<file path="src/rtl/hdwc_pkg.sv">
// Shared types and constants for the heater duty-window controller.
// No dependencies; the core and the checker refer to it by scoped names, the sim files import it.
`default_nettype none

package hdwc_pkg;

	localparam int TEMP_W     = 12;
	localparam int DUTY_W     = 7;
	localparam int CFG_DATA_W = 12;
	localparam int CFG_IDX_W  = 1;

	// input word kinds
	localparam logic KIND_TICK   = 1'b0;
	localparam logic KIND_SAMPLE = 1'b1;

	// configuration register indexes
	localparam logic [CFG_IDX_W-1:0] REG_TARGET_TEMP = 1'b0;
	localparam logic [CFG_IDX_W-1:0] REG_DUTY_LIMIT  = 1'b1;

	localparam logic [DUTY_W-1:0] DUTY_RESET = 7'd50;

	typedef logic signed [TEMP_W-1:0] temp_t;
	typedef logic [DUTY_W-1:0] duty_t;

	typedef struct packed {
		logic  kind;
		temp_t temperature;
		logic  level_covered;
	} in_word_t;

	typedef struct packed {
		logic heater_on;
		logic target_reached;
		logic heating_wanted;
	} out_word_t;

endpackage

`default_nettype wire

</file>
<file path="src/rtl/hdwc_stream_if.sv">
// Valid/ready stream channel carrying one word of a given type.
// Depends on nothing; the word type is supplied at instantiation.
`default_nettype none

interface hdwc_stream_if #(
	parameter type word_t = logic
) ();
	logic  valid;
	logic  ready;
	word_t data;

	modport source (output valid, output data, input ready);
	modport sink   (input valid, input data, output ready);
endinterface

`default_nettype wire

</file>
<file path="src/rtl/heater_duty_window_control_core.sv">
// Top level of the heater duty-window controller.
// Uses hdwc_pkg and the hdwc_stream_if channel interface.
//
// Usage:
//   item   - input words (kind, temperature, level_covered): a tick of the
//            duty window (kind 0) or a new temperature sample (kind 1).
//   result - one output word per input word: heater_on, target_reached,
//            heating_wanted, in input order.
//   cfg_*  - write-only register port: index 0 target_temp (signed, 1/16 C,
//            clears the reached flag), index 1 duty_limit (7 bits).
// An accepted word enters the input register; the compare logic (five parallel
// ring comparators, phase/duty compare) then settles into the result register.
// Throughput is one word per cycle while the receiver keeps result.ready high.
// Reset (arst_n low) clears the window phase, latest temperature, ring fill,
// reached flag and relay; target_temp goes to 0 and duty_limit to 50.
// When the receiver stalls, the result is held and the input register keeps
// one more word; item.ready drops only when both are occupied.
`default_nettype none

module heater_duty_window_control_core #(
	parameter int RING_DEPTH   = 5,
	parameter int WINDOW_TICKS = 100
) (
	input  wire logic                                clk,
	input  wire logic                                arst_n,
	hdwc_stream_if.sink                              item,
	hdwc_stream_if.source                            result,
	input  wire logic                                cfg_we,
	input  wire logic [hdwc_pkg::CFG_IDX_W-1:0]      cfg_index,
	input  wire logic [hdwc_pkg::CFG_DATA_W-1:0]     cfg_data
);

	localparam int PHASE_W = (WINDOW_TICKS > 2) ? $clog2(WINDOW_TICKS) : 1;
	localparam int CMP_W   = (PHASE_W > hdwc_pkg::DUTY_W) ? PHASE_W : hdwc_pkg::DUTY_W;
	localparam int POS_W   = (RING_DEPTH > 1) ? $clog2(RING_DEPTH) : 1;
	localparam int FILL_W  = $clog2(RING_DEPTH + 1);

	localparam logic [PHASE_W-1:0] PHASE_LAST = PHASE_W'(WINDOW_TICKS - 1);
	localparam logic [POS_W-1:0]   POS_LAST   = POS_W'(RING_DEPTH - 1);
	localparam logic [FILL_W-1:0]  FILL_FULL  = FILL_W'(RING_DEPTH);

	// configuration
	hdwc_pkg::temp_t target_q;
	hdwc_pkg::duty_t duty_q;

	// state
	logic [PHASE_W-1:0] phase_q;
	hdwc_pkg::temp_t    latest_q;
	hdwc_pkg::temp_t    ring_q [RING_DEPTH];
	logic [POS_W-1:0]   pos_q;
	logic [FILL_W-1:0]  fill_q;
	logic               reached_q;
	logic               relay_q;

	// pipeline
	logic                 s1_v_q;
	hdwc_pkg::in_word_t   s1_q;
	logic                 out_v_q;
	hdwc_pkg::out_word_t  out_q;

	logic                 adv;
	logic                 process;
	logic                 is_sample;
	logic                 heat_cond;
	logic                 ring_all_ok;
	logic                 reached_eval;
	logic [RING_DEPTH-1:0] entry_ok;
	hdwc_pkg::temp_t      latest_nxt;
	hdwc_pkg::out_word_t  out_nxt;
	logic                 target_wr;

	assign adv        = !out_v_q || result.ready;
	assign item.ready = !s1_v_q || adv;
	assign process    = s1_v_q && adv;
	assign is_sample  = (s1_q.kind == hdwc_pkg::KIND_SAMPLE);
	assign target_wr  = cfg_we && (cfg_index == hdwc_pkg::REG_TARGET_TEMP);

	assign result.valid = out_v_q;
	assign result.data  = out_q;

	always_comb begin
		for (int i = 0; i < RING_DEPTH; i++) begin
			entry_ok[i] = (ring_q[i] >= target_q);
		end
	end

	assign ring_all_ok  = (fill_q == FILL_FULL) && (&entry_ok);
	assign reached_eval = reached_q || ring_all_ok;

	assign heat_cond = (latest_q < target_q)
		&& (CMP_W'(phase_q) <= CMP_W'(duty_q))
		&& s1_q.level_covered;

	assign latest_nxt = is_sample ? s1_q.temperature : latest_q;

	always_comb begin
		if (is_sample) begin
			out_nxt.heater_on      = relay_q;
			out_nxt.target_reached = reached_q;
		end else begin
			out_nxt.heater_on      = heat_cond;
			out_nxt.target_reached = heat_cond ? reached_q : reached_eval;
		end
		out_nxt.heating_wanted = (latest_nxt < target_q) && s1_q.level_covered;
	end

	// handshake and control state
	always_ff @(posedge clk or negedge arst_n) begin
		if (!arst_n) begin
			s1_v_q  <= 1'b0;
			out_v_q <= 1'b0;
		end else begin
			if (item.ready) begin
				s1_v_q <= item.valid;
			end
			if (adv) begin
				out_v_q <= s1_v_q;
			end
		end
	end

	// payload registers
	always_ff @(posedge clk) begin
		if (item.valid && item.ready) begin
			s1_q <= item.data;
		end
		if (process) begin
			out_q <= out_nxt;
		end
	end

	// configuration registers and the reached flag
	always_ff @(posedge clk or negedge arst_n) begin
		if (!arst_n) begin
			target_q  <= '0;
			duty_q    <= hdwc_pkg::DUTY_RESET;
			reached_q <= 1'b0;
		end else begin
			if (target_wr) begin
				target_q  <= cfg_data[hdwc_pkg::TEMP_W-1:0];
				reached_q <= 1'b0;
			end else if (process && !is_sample && !heat_cond) begin
				reached_q <= reached_eval;
			end
			if (cfg_we && (cfg_index == hdwc_pkg::REG_DUTY_LIMIT)) begin
				duty_q <= cfg_data[hdwc_pkg::DUTY_W-1:0];
			end
		end
	end

	// window, relay and ring bookkeeping
	always_ff @(posedge clk or negedge arst_n) begin
		if (!arst_n) begin
			phase_q  <= '0;
			latest_q <= '0;
			pos_q    <= '0;
			fill_q   <= '0;
			relay_q  <= 1'b0;
		end else if (process) begin
			if (is_sample) begin
				latest_q <= s1_q.temperature;
				phase_q  <= '0;
				pos_q    <= (pos_q == POS_LAST) ? '0 : pos_q + 1'b1;
				if (fill_q != FILL_FULL) begin
					fill_q <= fill_q + 1'b1;
				end
			end else begin
				relay_q <= heat_cond;
				phase_q <= (phase_q == PHASE_LAST) ? '0 : phase_q + 1'b1;
			end
		end
	end

	// reading ring, no reset: entries are read only once all are written
	always_ff @(posedge clk) begin
		for (int i = 0; i < RING_DEPTH; i++) begin
			if (process && is_sample && (pos_q == POS_W'(i))) begin
				ring_q[i] <= s1_q.temperature;
			end
		end
	end

endmodule

`default_nettype wire

</file>
<file path="src/flat_wrapper.sv">
// flat-port wrapper written by rule: the top's interface ports become plain ports
module heater_duty_window_control_core_flat import hdwc_pkg::*;
#(
	parameter int RING_DEPTH   = 5,
	parameter int WINDOW_TICKS = 100
)
  (clk, arst_n, cfg_we, cfg_index, cfg_data, item_valid, item_data, item_ready, result_valid, result_data, result_ready);
  hdwc_stream_if #(.word_t(in_word_t)) item_i ();
  hdwc_stream_if #(.word_t(out_word_t)) result_i ();
  input  wire logic clk;
  input  wire logic arst_n;
  input  wire logic cfg_we;
  input  wire logic [hdwc_pkg::CFG_IDX_W-1:0] cfg_index;
  input  wire logic [hdwc_pkg::CFG_DATA_W-1:0] cfg_data;
  input wire logic [$bits(item_i.valid)-1:0] item_valid;
  input wire logic [$bits(item_i.data)-1:0] item_data;
  output wire logic [$bits(item_i.ready)-1:0] item_ready;
  output wire logic [$bits(result_i.valid)-1:0] result_valid;
  output wire logic [$bits(result_i.data)-1:0] result_data;
  input wire logic [$bits(result_i.ready)-1:0] result_ready;
  assign item_i.valid = item_valid;
  assign item_i.data = item_data;
  assign item_ready = item_i.ready;
  assign result_valid = result_i.valid;
  assign result_data = result_i.data;
  assign result_i.ready = result_ready;
  heater_duty_window_control_core #(.RING_DEPTH(RING_DEPTH), .WINDOW_TICKS(WINDOW_TICKS)) u_core (.clk(clk), .arst_n(arst_n), .item(item_i), .result(result_i), .cfg_we(cfg_we), .cfg_index(cfg_index), .cfg_data(cfg_data));
endmodule
</file>
<file path="config.mk">
export PLATFORM = sky130hd
export DESIGN_NAME = heater_duty_window_control_core_flat
export DESIGN_NICKNAME = d
export VERILOG_FILES = /design/src/rtl/hdwc_pkg.sv /design/src/rtl/hdwc_stream_if.sv /design/src/rtl/heater_duty_window_control_core.sv /design/src/flat_wrapper.sv
export SDC_FILE = /design/constraint.sdc
export NUM_CORES = 1
export LEC_CHECK = 0
export BUFFER_PORTS_ARGS = -buffer_cell sky130_fd_sc_hd__buf_4
export CAP_MARGIN = 10
export CELL_PAD_IN_SITES_DETAIL_PLACEMENT = 0
export CELL_PAD_IN_SITES_GLOBAL_PLACEMENT = 1
export CORE_MARGIN = 2
export CORE_UTILIZATION = 45
export CTS_CLUSTER_SIZE = 20
export DETAILED_ROUTE_END_ITERATION = 12
export GPL_TIMING_DRIVEN = 0
export PLACE_DENSITY = 0.84
export SLEW_MARGIN = 0
export SYNTH_ARGS = -nofsm -noshare
export SYNTH_HDL_FRONTEND = slang
export SYNTH_SLANG_ARGS = --single-unit
export TNS_END_PERCENT = 5
</file>
<file path="constraint.sdc">
create_clock -name clk -period 2.7 [get_ports clk]
set_input_delay 0.135 -clock clk [delete_from_list [all_inputs] [get_ports clk]]
set_output_delay 0.135 -clock clk [all_outputs]
set_load 0.01 [all_outputs]
</file>
==> impl_results.rst, run 1 <==
.. list-table::
   :header-rows: 1

   * - Metric
     - Value
   * - Time the worst path needs with I/O delays and setup
     - roughly 2.5 ns
   * - Number of detailed-routing iterations run before antenna repair
     - 4
   * - Post-DR wirelength/cell
     - approximately 17 µm
   * - Max-cap check violation count
     - 0
   * - Setup violations, final
     - 0
   * - Met3 track utilization from global routing
     - 4.56%
   * - Count of port buffers added during placement
     - 36
   * - Result of the run
     - finished, final reports clean
   * - Ratio of cells with drive above 1 in the final layout
     - between 10% and 20%
   * - Die Outline Area
     - 15400 µm²
   * - Achievable frequency
     - roughly 400 MHz
   * - Logic gate share of total power
     - 20.9%
   * - Y dimension of the die
     - approximately 120 µm
   * - Total number of yosys warnings
     - 0
   * - Total of fill cells in the finished design
     - between 1000 and 1500
   * - Predominant post-synthesis flop cell
     - edfxtp_1
   * - Clock transition at the registers of the reported paths
     - about 0.060 ns
   * - Footprint of the flip-flops and latches
     - approximately 3500 µm²
   * - Critical R2R Launch
     - u_core.is_sample
   * - Critical path launch point
     - u_core.is_sample
   * - Max rail drop VDD
     - 0.459 mV
   * - Number of register bits inferred by synthesis
     - 125
   * - Worst Path Class, Setup
     - reg2reg
   * - CTS Root Buffer Type
     - clkbuf_16
   * - Placer's final routability congestion estimate
     - 0.805
   * - # H-tree levels
     - 4
   * - Post-CTS Setup Repair Bufs
     - 0
   * - Area of placed instances
     - 7000 µm²
   * - FF-to-FF path depth
     - 7
   * - First DRT Iteration DRCs
     - between 200 and 250
   * - Clock tree from TritonCTS
     - yes
   * - Worst clock skew on the final layout
     - a little under 0.008 ns
   * - Clock Path Buffers
     - 2
   * - Final antenna diode count
     - 0
   * - Met1 layer usage reported by global route
     - a little under a quarter
   * - Starting density of the core
     - 46.5%
   * - Final Cycle Share
     - between 90 and 100%
   * - GR Util All Layers
     - 18.8%
   * - Remaining global-route overflow
     - 0
   * - Required @ worst endpoint
     - 2.97 ns
   * - Sequential element share of the synthesized area
     - between 50% and 60%
   * - Hold/Removal Path Class
     - in2reg
   * - CP arrival
     - ~2.8 ns
   * - Number of buffers inserted during clock tree synthesis
     - 17
   * - Die Wd
     - ~120 µm
   * - Number of antenna-violating nets in the routed design
     - 0
   * - Internal Dissipation
     - 0.00433 W
   * - HP Start
     - result_ready
   * - Net switching component of the power
     - roughly 0.0017 W
   * - Tightest Pin Transition
     - roughly 1.0 ns
   * - Clock share of power
     - a little under two fifths
   * - Area used by multi-input combinational logic
     - 2820 µm²
   * - First-pass GRT wire length
     - 22500 µm
   * - Area of all placed cells without fillers
     - 7880 µm²
   * - Busiest layer in global routing
     - met2
   * - Async set-reset flop share out of synthesis
     - a little under two fifths
   * - RSZ-0062 raised after global routing
     - false
   * - Clock Sink Count
     - 125
   * - Residual DRC count
     - 0
   * - Antenna violations before repair
     - 0
   * - CP startpoint kind
     - flop
   * - Cell area after synthesis
     - 6500 µm²
   * - Post-synthesis instance total
     - roughly 520
   * - Number of unique standard cell types used by synthesis
     - 51
   * - Post-Syn Area per Cell
     - around 13 µm²
   * - Total number of placement rows
     - 43
   * - Vias in the first global route
     - between 4000 and 5000
   * - Nets
     - 731
   * - Number of ports placed on the die boundary
     - 37
   * - Area Growth Syn to Fin
     - 21.1%
   * - Portion of total power attributed to sequential cells
     - roughly 40%
   * - Slew headroom
     - between 30% and 40%
   * - Post-synthesis net count
     - roughly 650
   * - Setup crit end kind
     - flop
   * - Half-perimeter wire length after detailed placement
     - 9800 µm
   * - Wirelength, routed
     - between 10000 and 15000 µm
   * - Clock latency on the worst-skew pair
     - approximately 0.43 ns
   * - Setup tns final
     - 0 ns
   * - Hold Path Depth
     - 3
   * - Vias per std cell
     - approximately 5.4
   * - Pwr/cell area
     - ~770 nW/µm²
   * - Maximum number of pins on one net before global-route repair
     - 49
   * - Number of hold violations in the final report
     - 0
   * - Highest net fanout along the worst path
     - 10
   * - Via Count
     - approximately 4300
   * - Pleak
     - 3.33 nW
   * - Max-slew violation count
     - 0
   * - Area of the placeable core
     - about 14000 µm²
   * - Met2 layer usage reported by global route
     - 31.0%
   * - Post-synth EDFFs
     - between 70 and 80
   * - Fraction of power spent switching nets
     - 28.7%
==> final cells by class <==
class / instances / area share (%)
Buffer: 8 / 0.445
Clock buffer: 17 / 5.40
Clock inverter: 15 / 2.18
Inverter: 37 / 1.76
Multi-Input combinational cell: 349 / 35.7
Sequential cell: 125 / 44.6
Tap cell: 180 / 2.86
Timing Repair Buffer: 64 / 6.99
==> registers in the layout (all words and copies together), names as in the netlist, 3 cells and up <==
signal / cells
u_core.ring_q: 60
u_core.target_q: 12
u_core.s1_q: 13
u_core.duty_q: 7
u_core.fill_q: 3
u_core.result.data: 3
u_core.pos_q: 3
u_core.latest_q: 12
u_core.phase_q: 7
==> metal layers <==
layer,vias to the layer above,routed length [µm]
met5,-,0
met4,0,330
met1,2105,6270
li1,2114,-
met2,72,6670
met3,26,519
==> cell usage in the layout (no fill, tap or decap), types with 4 or more instances in the layout <==
cell type / netlist / layout
clkinvlp_4: 0 / 6
a31oi_1: 4 / 4
a21oi_1: 24 / 24
a21o_1: 8 / 8
and3_1: 8 / 8
nand4_1: 11 / 11
nor2_1: 15 / 15
ha_1: 97 / 97
buf_4: 0 / 36
o21ai_0: 41 / 41
nand3_1: 10 / 10
nand2_1: 37 / 37
nor2b_1: 7 / 7
nand2b_1: 8 / 8
buf_2: 4 / 4
mux2_2: 31 / 31
dfrtp_1: 45 / 45
clkbuf_1: 4 / 4
dlygate4sd3_1: 0 / 28
clkbuf_16: 0 / 17
edfxtp_1: 77 / 77
inv_1: 36 / 36
==> critical path: stages (launching register included) <==
cell and delay [ns]:
edfxtp_1 0.41, buf_2 0.31, mux2_2 0.39, ha_1 0.30
a21o_1 0.18, a2111oi_1 0.47, nand3_1 0.13, o21ai_0 0.15
==> power by group through the flow <==
stage | sequential [W] | combinational [W] | clock [W]
final | 0.00249 | 0.00127 | 0.00232
after global placement | 0.00250 | 0.00116 | 0
after CTS | 0.00249 | 0.00127 | 0.00234
after floorplan | 0.00246 | 0.000881 | 0
after global routing | 0.00252 | 0.00147 | 0.00244
after detailed placement | 0.00252 | 0.00122 | 0
==> through the flow <==
stage	total power [W]	instances	hold slack, ns	util, %	worst slack, ns
6_report	0.00607	795	0.0246	56.3	0.209
5_1_grt	0.00642	795	0.0236	56.3	0.0272
2_1_floorplan	0.00334	519	-0.161	-	0.412
3_3_place_gp	0.00366	735	0.194	50.0	0.187
3_5_place_dp	0.00374	735	0.203	50.0	0.173
4_1_cts	0.00610	795	0.0127	56.3	0.137
==> synthesized netlist by cell type (all sizes together), types with 11 or more instances <==
| cell type | count | share of area (%) |
|---|---|---|
| mux2 | 31 | 5.4 |
| o21ai | 43 | 3.3 |
| a21oi | 25 | 2.0 |
| ha | 97 | 19 |
| nand3 | 11 | 0.92 |
| nor2 | 15 | 0.87 |
| dfrtp | 45 | 17 |
| edfxtp | 77 | 36 |
| nand2 | 37 | 2.1 |
| nand4 | 11 | 1.1 |
| inv | 37 | 2.1 |
==> worst paths after layout <==
check	slack, ns	end
min	0.02	u_core.result.valid
min in group asynchronous	0.27	u_core.phase_q[0]
max	0.21	u_core.result.data[0]
min reg2reg	0.49	u_core.result.valid
max reg2reg	0.21	u_core.result.data[0]
max in group asynchronous	1.99	u_core.latest_q[10]
==> logic make-up (layout without fill, tap and decap cells) <==
group / count (synthesis) / count (layout) / synth area share, %
XOR/XNOR: 2 / 2 / 0.269
flip-flops: 125 / 125 / 54.1
adder cells (fa/ha/maj): 97 / 97 / 18.7
buffers and inverters: 45 / 141 / 2.67
AND/OR/NAND/NOR: 113 / 113 / 8.85
multiplexers: 32 / 32 / 5.52
AO/OA/AOI/OAI: 105 / 105 / 9.96
==> what timing repair did <==
action | CTS | global route
hold endpoints to repair | 79 | 0
hold buffers | 28 | 0
endpoints found under the setup margin | 0 | 1
resized for setup | 0 | 1
(Power assumes the default switching activity.)
==> run 2: changes to the inputs <==
Settings changed: ABC_AREA set to 1, PLACE_DENSITY 0.84 to 0.86.
==> impl_results.rst, run 2 <==
.. list-table::
   :header-rows: 1

   * - Metric
     - Value
   * - Total of fill cells in the finished design
     - 1278 (+12%)
   * - Via Count
     - 4979 (+15%)
   * - Pleak
     - 3.87 nW (+16%)
   * - Met3 track utilization from global routing
     - 4.90% (+0.34 points)
   * - Number of register bits inferred by synthesis
     - 125 (unchanged)
   * - Result of the run
     - finished, final reports clean
   * - Clock tree from TritonCTS
     - yes
   * - Required @ worst endpoint
     - 2.86 ns (-0.11 ns)
   * - Cell type with the largest total area after synthesis
     - edfxtp_1
   * - Power consumption
     - 0.00611 W (+0.64%)
   * - Post-DR wirelength/cell
     - 15.1 µm (-13%)
   * - Footprint of the flip-flops and latches
     - 3520 µm² (unchanged)
   * - Tightest Pin Transition
     - 1.14 ns (+0.133 ns)
   * - Busiest layer in global routing
     - met2
   * - Top Registers
     - u_core.ring_q (60), u_core.s1_q (13)
   * - Clock Sink Count
     - 125 (unchanged)
   * - Max-slew violation count
     - 0 (unchanged)
   * - Pwr/cell area
     - 745 nW/µm² (-3.2%)
   * - Synth cell count leaders
     - nand2_1, inv_1, ha_1
   * - Predominant post-synthesis flop cell
     - edfxtp_1
   * - CP startpoint kind
     - flop
   * - Max rail drop VDD
     - 0.485 mV (+5.5%)
   * - Worst clock skew on the final layout
     - 0.0109 ns (+0.00303 ns)
   * - Max-cap check violation count
     - 0 (unchanged)
   * - Achievable frequency
     - 419 MHz (+4.4%)
   * - Critical R2R Launch
     - u_core.is_sample
   * - Y dimension of the die
     - 127 µm (+2.5%)
   * - CP arrival
     - 2.55 ns (-0.21 ns)
   * - Area used by multi-input combinational logic
     - 2900 µm² (+2.9%)
   * - Final antenna diode count
     - 0 (unchanged)
   * - Cell area after synthesis
     - 6840 µm² (+5.2%)
   * - Most repeated cell in the gate-level netlist after synthesis
     - nand2_1
   * - GR Util All Layers
     - 20.1% (+1.3 points)
   * - First DRT Iteration DRCs
     - 333 (+64%)
   * - Number of antenna-violating nets in the routed design
     - 0 (unchanged)
   * - Sequential element share of the synthesized area
     - 51.4% (-2.7 points)
   * - Vias per std cell
     - 5.09 (-6.3%)
   * - Clock latency on the worst-skew pair
     - 0.42 ns (about the same)
   * - Antenna violations before repair
     - 0 (unchanged)
   * - Async set-reset flop share out of synthesis
     - 38.4% (unchanged)
   * - Post-CTS Setup Repair Bufs
     - 0 (unchanged)
   * - Hold Path Sink
     - u_core.result.valid
   * - Count of port buffers added during placement
     - 36 (unchanged)
   * - Starting density of the core
     - 45.5% (-1.0 points)
   * - Vias in the first global route
     - 5196 (+14%)
   * - Hold/Removal Path Class
     - in2reg
   * - First-pass GRT wire length
     - 25100 µm (+11%)
   * - Post-synth EDFFs
     - 77 (unchanged)
   * - Clock transition at the registers of the reported paths
     - 0.06 ns (about the same)
   * - Number of detailed-routing iterations run before antenna repair
     - 5 (+1)
   * - Post-synthesis net count
     - 824 (+27%)
   * - Clock Path Buffers
     - 2 (unchanged)
   * - Post-synthesis instance total
     - 695 (+34%)
   * - Maximum number of pins on one net before global-route repair
     - 49 (unchanged)
   * - End-of-flow core utilization
     - 54.5% (-1.8 points)
   * - Met1 layer usage reported by global route
     - 25.6% (+1.9 points)
   * - Highest net fanout along the worst path
     - 10 (unchanged)
   * - HP Start
     - result_ready
   * - Final Cycle Share
     - 88.4% (-3.9 points)
   * - Worst Path Class, Setup
     - reg2reg
   * - Setup crit end kind
     - flop
   * - CTS Root Buffer Type
     - clkbuf_16
   * - Remaining global-route overflow
     - 0 (unchanged)
   * - Total number of placement rows
     - 45 (+4.7%)
   * - Number of hold violations in the final report
     - 0 (unchanged)
   * - Number of unique standard cell types used by synthesis
     - 35 (-31%)
   * - Post-Syn Area per Cell
     - 9.84 µm² (-21%)
   * - Post_cts resized
     - 0 (unchanged)
   * - Setup violations, final
     - 0 (unchanged)
   * - Placer's final routability congestion estimate
     - 0.851 (+5.8%)
   * - Setup tns final
     - 0 ns (unchanged)
   * - # H-tree levels
     - 4 (unchanged)
   * - Leading cell types in the layout, fill and taps excluded
     - nand2_1, inv_1, ha_1, edfxtp_1, dfrtp_1
   * - Number of buffers inserted during clock tree synthesis
     - 17 (unchanged)
   * - Slew headroom
     - 23.4% (-8.9 points)
   * - Residual DRC count
     - 0 (unchanged)
   * - Area of the placeable core
     - 15000 µm² (+7.5%)
   * - Met2 layer usage reported by global route
     - 33.3% (+2.4 points)
   * - Biggest area contributors in the synthesized netlist
     - edfxtp_1, ha_1, dfrtp_1
   * - Post-synth top area share
     - 33.8% (-1.7 points)
   * - Reg-to-reg slack, setup
     - 0.31 ns (+0.10 ns)
   * - FF-to-FF path depth
     - 11 (+4)
   * - Number of ports placed on the die boundary
     - 37 (unchanged)
   * - Final hold slack
     - 0.0248 ns (+0.000202 ns)
   * - Most flop-heavy register
     - u_core.ring_q
   * - Hold Path Depth
     - 4 (+1)
   * - Flip-flop count of the largest register after layout
     - 60 (unchanged)
   * - Nets
     - 907 (+24%)
   * - Ratio of cells with drive above 1 in the final layout
     - 11.9% (-6.2 points)
   * - Die Wd
     - 127 µm (+2.5%)
   * - Most common cell after layout, fill and taps aside
     - nand2_1
   * - Total number of yosys warnings
     - 0 (unchanged)
   * - Area Growth Syn to Fin
     - 19.8%
   * - Half-perimeter wire length after detailed placement
     - 11000 µm (+12%)
   * - Die Outline Area
     - 16200 µm² (+5.0%)
   * - Wirelength, routed
     - 14800 µm (+7.6%)
   * - Reg-to-Reg End
     - u_core.result.data[0]
   * - Time the worst path needs with I/O delays and setup
     - 2.39 ns (-0.105 ns)
   * - RSZ-0062 raised after global routing
     - false
run 2: worst max path at each step:
stage                     start                    end  cells after the start
5_1_grt        u_core.is_sample  u_core.result.data[0]                     11
3_5_place_dp   u_core.is_sample  u_core.result.data[0]                     11
4_1_cts        u_core.is_sample  u_core.result.data[0]                     11
2_1_floorplan  u_core.is_sample  u_core.result.data[0]                     11
3_3_place_gp   u_core.is_sample  u_core.result.data[0]                     11
6_report       u_core.is_sample  u_core.result.data[0]                     11
run 2: logic make-up after synthesis:
family	count (synthesis)	share of synthesized area [%]
simple gates	255	16.0
flops	125	51.4
buf+inv	113	6.22
compound gates	99	7.87
fa+ha+maj	97	17.7
xor+xnor	5	0.640
mux	1	0.165
run 2: cell type report:
| type | instances | area share, % |
|---|---|---|
| tap | 188 | 2.87 |
| buffer | 8 | 0.382 |
| timing repair buffer | 64 | 6.72 |
| inverter | 105 | 4.81 |
| sequential | 125 | 42.9 |
| multi-input combinational | 457 | 35.4 |
| clock inverter | 7 | 0.763 |
| clock buffer | 25 | 6.17 |
run 2: layer usage:
metal	part of all wire (%)	routed length, µm	vias to the layer above
li1	-	-	2493
met1	46	6790	2333
met2	48	7080	121
met3	4.2	630	32
met4	2.2	333	0
met5	0	0	-
run 2: stage by stage:
stage / cells / instance area, µm² / setup slack (ns)
floorplan: 695 / 6840 / 0.729
global placement: 919 / 7350 / 0.403
detailed placement: 919 / 7350 / 0.349
CTS: 979 / 8190 / 0.326
global route: 979 / 8190 / 0.101
finish: 979 / 8190 / 0.314
run 2: critical path, stage by stage (launching register included):
cell and delay, ns:
edfxtp_1 0.31, buf_2 0.20, clkbuf_1 0.39, nand2_1 0.11
o21ai_0 0.14, ha_1 0.29, a21oi_1 0.17, o31ai_1 0.11
a21oi_1 0.13, nand2_1 0.10, o21ai_1 0.13, a21oi_1 0.06
run 2: power by group:
group          leakage, nW  internal (W)  switching, W
clock                0.283       0.00138      0.000799
sequential            1.30       0.00232      0.000161
combinational         2.29      0.000564      0.000883
run 2: what timing repair did:
item	4_1_cts	5_1_grt
endpoints found under the hold margin	77	0
setup endpoints to repair	0	0
hold buffers	28	0
